==> src/rtl/clbm_pkg.sv <==
// Shared types, constants and edge arithmetic for the camera/lidar box matcher.
package clbm_pkg;

  localparam int COORD_W       = 16;
  localparam int SPAN_W        = COORD_W + 1;
  localparam int CLASS_W       = 8;
  localparam int PROB_W        = 10;
  localparam int IDX_W         = 6;
  localparam int MAX_BOXES_DEF = 64;

  // 0.4 in units of 1/1024, truncated
  localparam logic [PROB_W-1:0] THRESH_RESET = PROB_W'(409);

  localparam logic CMD_LOAD  = 1'b0;
  localparam logic CMD_QUERY = 1'b1;

  typedef logic signed [COORD_W-1:0] coord_t;
  typedef logic signed [SPAN_W-1:0]  span_t;

  typedef struct packed {
    coord_t min_x;
    coord_t min_y;
    coord_t max_x;
    coord_t max_y;
  } corners_t;

  typedef struct packed {
    coord_t cx;
    coord_t cy;
    coord_t hd;
  } pos_t;

  typedef struct packed {
    corners_t corners;
    pos_t     pos;
  } entry_t;

  // Query token that walks down the cell chain
  typedef struct packed {
    logic               valid;
    logic               found;
    corners_t           cam;
    span_t              w;
    span_t              h;
    logic [CLASS_W-1:0] cls;
    logic [IDX_W-1:0]   idx;
    entry_t             lid;
  } tok_t;

  // 2*|cam - lid| < span, evaluated exactly
  function automatic logic edge_close(coord_t cam, coord_t lid, span_t span);
    logic signed [SPAN_W-1:0]  d;
    logic signed [SPAN_W+1:0]  d2;
    logic signed [SPAN_W+1:0]  sp;
    d  = SPAN_W'(cam) - SPAN_W'(lid);
    d2 = (SPAN_W+2)'(d) <<< 1;
    sp = (SPAN_W+2)'(span);
    return (d2 < sp) && (d2 > -sp);
  endfunction

  // floor((a + b) / 2)
  function automatic coord_t avg_floor(coord_t a, coord_t b);
    logic signed [SPAN_W-1:0] s;
    s = SPAN_W'(a) + SPAN_W'(b);
    return coord_t'(s[SPAN_W-1:1]);
  endfunction

endpackage

==> src/rtl/clbm_cell.sv <==
// One table entry of the matcher chain: stores a lidar box and tests the passing query.
module clbm_cell #(
  parameter int CNT_W    = 7,
  parameter int CELL_IDX = 0
) (
  input  logic                clk,
  input  logic                rst_n,
  input  logic                adv,
  input  logic                wr_en,
  input  clbm_pkg::entry_t    wr_data,
  input  clbm_pkg::tok_t      tok_i,
  input  logic [CNT_W-1:0]    rem_i,
  output clbm_pkg::tok_t      tok_o,
  output logic [CNT_W-1:0]    rem_o
);

  localparam logic [clbm_pkg::IDX_W-1:0] MY_IDX = clbm_pkg::IDX_W'(CELL_IDX);

  clbm_pkg::entry_t entry_r;
  clbm_pkg::tok_t   tok_r, tok_nxt;
  logic [CNT_W-1:0] rem_r, rem_nxt;
  logic             close4;
  logic             hit;

  always_ff @(posedge clk) begin
    if (wr_en) begin
      entry_r <= wr_data;
    end
  end

  always_comb begin
    close4 = clbm_pkg::edge_close(tok_i.cam.max_x, entry_r.corners.max_x, tok_i.w) &&
             clbm_pkg::edge_close(tok_i.cam.min_x, entry_r.corners.min_x, tok_i.w) &&
             clbm_pkg::edge_close(tok_i.cam.min_y, entry_r.corners.min_y, tok_i.h) &&
             clbm_pkg::edge_close(tok_i.cam.max_y, entry_r.corners.max_y, tok_i.h);
    // remaining count nonzero means this cell holds a live entry for the query
    hit = tok_i.valid && !tok_i.found && (rem_i != '0) && close4;
    tok_nxt = tok_i;
    if (hit) begin
      tok_nxt.found = 1'b1;
      tok_nxt.idx   = MY_IDX;
      tok_nxt.lid   = entry_r;
    end
    rem_nxt = (rem_i == '0) ? '0 : rem_i - CNT_W'(1);
  end

  always_ff @(posedge clk) begin
    if (!rst_n) begin
      tok_r.valid <= 1'b0;
    end else if (adv) begin
      tok_r <= tok_nxt;
      rem_r <= rem_nxt;
    end
  end

  assign tok_o = tok_r;
  assign rem_o = rem_r;

endmodule

==> config.mk <==
export PLATFORM = sky130hd
export DESIGN_NAME = clbm_cell
export DESIGN_NICKNAME = d
export VERILOG_FILES = /design/src/rtl/clbm_pkg.sv /design/src/rtl/clbm_cell.sv
export SDC_FILE = /design/constraint.sdc
export NUM_CORES = 1
export LEC_CHECK = 0
export BUFFER_PORTS_ARGS = -buffer_cell sky130_fd_sc_hd__buf_2
export CORE_AREA = 2 2 226 228
export CTS_BUF_LIST = sky130_fd_sc_hd__clkbuf_2
export CTS_CLUSTER_SIZE = 10
export DETAILED_ROUTE_END_ITERATION = 8
export DIE_AREA = 0 0 228 230
export PLACE_DENSITY = 0.72
export SYNTH_ARGS = -nofsm -noshare
export SYNTH_HDL_FRONTEND = slang
export SYNTH_SLANG_ARGS = --single-unit
==> constraint.sdc <==
create_clock -name clk -period 20.4 [get_ports clk]
set_clock_uncertainty 0.2 [all_clocks]
set_input_delay 2.04 -clock clk [delete_from_list [all_inputs] [get_ports clk]]
set_output_delay 2.04 -clock clk [all_outputs]
set_load 0.01 [all_outputs]
* Yosys cells after proc, flatten, opt, wreduce, memory -nomap -nowiden *
Cells that the tools add are included.

cells by class
  $add $sub $neg = 7
  $lt $le $gt $ge = 8
  mux-type cells = 1
  reductions and logical operators = 14

operator list
  cell                                                                number
  112-bit two-way mux                                                 1
  18-bit by 19-bit greater-than comparator with 1-bit output          4
  18-bit by 17-bit less-than comparator with 1-bit output             4
  16-bit by 16-bit subtractor with 17-bit output                      4
  17-bit negation with 19-bit output                                  2
  1-bit logical AND                                                   10
  7-bit zero test                                                     1
  7-bit nonzero test                                                  1
  7-bit by 1-bit subtractor with 7-bit output, second input constant  1
  2-bit AND reduction                                                 1
  1-bit zero test                                                     1

word-level totals
  bits in registers = 345
  bits of input ports = 349
  output and inout port bits = 233
  logic and storage cells = 55

* Logic depth before layout (Yosys ltp) *
  depth after elaboration = 8
  depth in mapped cells = 22
  depth with buffers taken out = 20

* Worst setup path after synthesis *
No wires, ideal clock.

  kind = input to register
  start = in adv
  end = reg rem_r[0], in the netlist rem_o[0] (enable)
  library setup time = 0.621 ns
  arrival = 7.291 ns
  data required time = 19.579 ns
  setup slack = 12.289 ns
  cell stages on the path = 1
  buffers on the path = 0
  cell sequence = and2_1

on the way
  word-level cells in the longest chain between the ends = 1

ends and longest elaborated chain
  element                               RTL line         RTL
  start, declared                       clbm_cell.sv:8   input logic adv,
  2-bit AND reduction (no source line)  -
  end signal, assigned                  clbm_cell.sv:52  rem_r <= rem_nxt;
  end, declared                         clbm_cell.sv:21  logic [CNT_W-1:0] rem_r, rem_nxt;

No other way between the ends.
A chain may end at the register's enable or synchronous reset.

==> results.cfg <==
[job]
drv_cap = 0

[timing]
tightest_slew_ns = 1.07
drv_slew = 0
period_needed_ns = 7.67
layout_setup_ws_ns = 12.73
fmax_ghz = 0.130
slew_headroom_pct = 28.7
setup_viol = 0
tns_ns = 0
rsz0062_at_grt = no
period_share_pct = 37.6
hold_violations = 0

[final_layout]
nets = 2626
most-common-layout-cells = 580 x buf_2, 344 x edfxtp_1, 203 x ha_1
stdcell_area_sq_mm = 0.0230
area_growth_syn_to_layout_pct = 23.4
drive_above_1_share_pct = 34.9
layout_commonest_cell = buf_2

[yosys]
ys_warn_count = 0
ys.flop_type = edfxtp_1
ys_seq_elements = 345
yosysTopAreaCellShare_pct = 55.4
seq_area_frac_synth_pct = 55.5
syn-instance-count = 1402
synth_nets = 1962
async_flop_share_pct = 0
avgSynthCellArea_sq_um = 13.3
yosysTopAreaCell = edfxtp_1
netlist_area_sq_mm = 0.0186
synth_edf_count = 344
synth_area_leaders = edfxtp_1 55%, ha_1 14%, mux2_1 6.8%, xnor2_1 3.3%, inv_1 2.8%
yosysUniqueCellTypes = 66

[routing]
wl_per_cell_microns = 19.3
drc = 0
dr_total_vias = 13931
drtIter0Drc = 667
via_per_inst = 4.97
antenna_left = 0
routed_wl_mm = 54.0
first_pass_iters = 5

[placed_design]
gp_congestion = 0.871
io_buffers = 581
pre_cts_ws_ns = 11.77
dp_hpwl_mm = 42.5
place_area_sq_mm = 0.0222

[setup_path]
cp.required_ns = 21.01
crit_path_max_incr_delay_ns = 0.76
worstPathMaxFanout = 68
crit_type = input port to flop
crit_chain = buf_2 -> inv_1 -> ha_1 -> fa_1 -> nor2b_1 -> o31a_1 -> o211ai_1 -> nand2_1 -> a41o_1 -> o41a_1 -> a2111oi_0 -> nor3_1 -> ha_1 -> a21o_1 -> a2111o_1 -> a2111oi_0 -> o41ai_1 -> nand2_1 -> nand4_1 -> nor4_4 -> buf_4 -> buf_4 -> mux2_1
endpoint_kind = flop
start_kind = input port
critPathTopFamily = compound AO/OA/AOI/OAI gates
crit_buf_inv = 4
critPathSlowestCell = buf_4
cp_data_arrival_time_ns = 8.29

[global_routing]
track_usage_pct = 20.1
antenna_found_initial = 11
grt_pass1_vias = 14611
grt_pass1_wl_mm = 80.5
grt_overflow = 0
grt_max_degree = 79

[pwr]
vdd_ir_drop_max_uv = 54.7
powerDensity_mw_per_mm2 = 75.6
power.leakage_nw = 10.2

[clock_network]
cts_tree = yes
cts.sinks = 345
cts_buffers = 88
root_buffer = clkbuf_2
hold_buffers = 0
cts_buffer_depth = 3
htreeDepth = 3
clk_pin_slew_worst_paths_ns = 0.11
post_cts_buffers = 0
insertion_delay_ns = 1.12
post_cts_resize_count = 0

[floorplan]
dieArea_sq_mm = 0.0524
boundaryPins = 582
die-height_microns = 230
rows = 82
start_util_pct = 37.4
core_area_sq_mm = 0.0499
die_width_microns = 228

[worst_hold_path]
hp-class = flop to flop

[run_status]
status = completed
## final cells by class
class,instances,area (sq um)
clock inverter,17,106
tap,672,841
timing repair buffer,588,2960
sequential,345,10300
inverter,139,522
clock buffer,132,661
antenna,4,10.0
fill,4632,26900
multi-input combinational,904,7550
## flip-flops by register name (all words and copies together), names as in the netlist
| name | cells |
|---|---|
| entry_r | 112 |
| rem_o | 7 |
| tok_o | 226 |
## stage by stage
stage	utilization, %	hold WS, ns	total power [mW]	instances
2_1_floorplan	-	0.308	1.13	1402
3_3_place_gp	44.6	0.296	1.27	2648
3_5_place_dp	44.6	0.315	1.29	2648
4_1_cts	46.1	0.292	1.77	2797
5_1_grt	46.1	0.298	1.85	2799
6_report	46.1	0.322	1.74	2801
## power breakdown
part / leakage, nW / switching [mW] / internal, mW
sequential: 3.28 / 0.0156 / 0.830
clock: 0.606 / 0.294 / 0.175
combinational: 6.31 / 0.242 / 0.182
## metal layers
metal / GRT usage (%) / wire length (microns) / vias up
li1: - / - / 6643
met1: 21.7 / 20600 / 6636
met2: 36.6 / 28000 / 542
met3: 5.90 / 3810 / 96
met4: 8.50 / 1560 / 14
met5: 0 / 85 / -
## final timing paths
| path | depth (start not counted) | slack [ns] | startpoint | endpoint |
|---|---|---|---|---|
| worst max-delay path | 23 | 12.73 | tok_i[208] | tok_o[51] |
| worst min-delay path | 1 | 0.32 | entry_r[9] | tok_o[9] |
| worst max register to register | 21 | 13.48 | entry_r[98] | tok_o[51] |
| worst min register to register | 1 | 0.32 | entry_r[9] | tok_o[9] |
## cells by family after synthesis
family	Yosys count	synth area share [%]
DFF	345	55.5
and+or+nand+nor	268	7.07
AOI/OAI and AO/OA	232	8.31
adders and majority gates	211	14.5
buffers and inverters	153	4.05
muxes	115	6.92
xor gates and xnor gates	78	3.66
## synth_stat cells, drive strengths merged (8+ instances only)
master,instances
a211oi,14
a21o,14
a21oi,69
a31oi,9
buf,13
edfxtp,344
fa,8
ha,203
inv,139
mux2,112
nand2,57
nand2b,9
nand3,23
nand4,23
nor2,70
nor2b,23
nor3,29
o211ai,8
o21a,18
o21ai,36
o31a,8
xnor2,71
## worst reg2reg max path, cell delays in order, from the launching register on
cell	delay, ns
edfxtp_1	0.39
inv_1	0.08
ha_1	0.26
nor2b_1	0.16
o31a_1	0.26
o211ai_1	0.17
nand2_1	0.09
a41o_1	0.26
o41a_1	0.36
a2111oi_0	0.61
nor3_1	0.16
ha_1	0.33
a21o_1	0.17
a2111o_1	0.41
a2111oi_0	0.33
o41ai_1	0.17
nand2_1	0.10
nand4_1	0.13
nor4_4	0.34
buf_4	0.43
buf_4	0.77
mux2_1	0.51
Note: power is estimated with default switching activity, not from simulation.
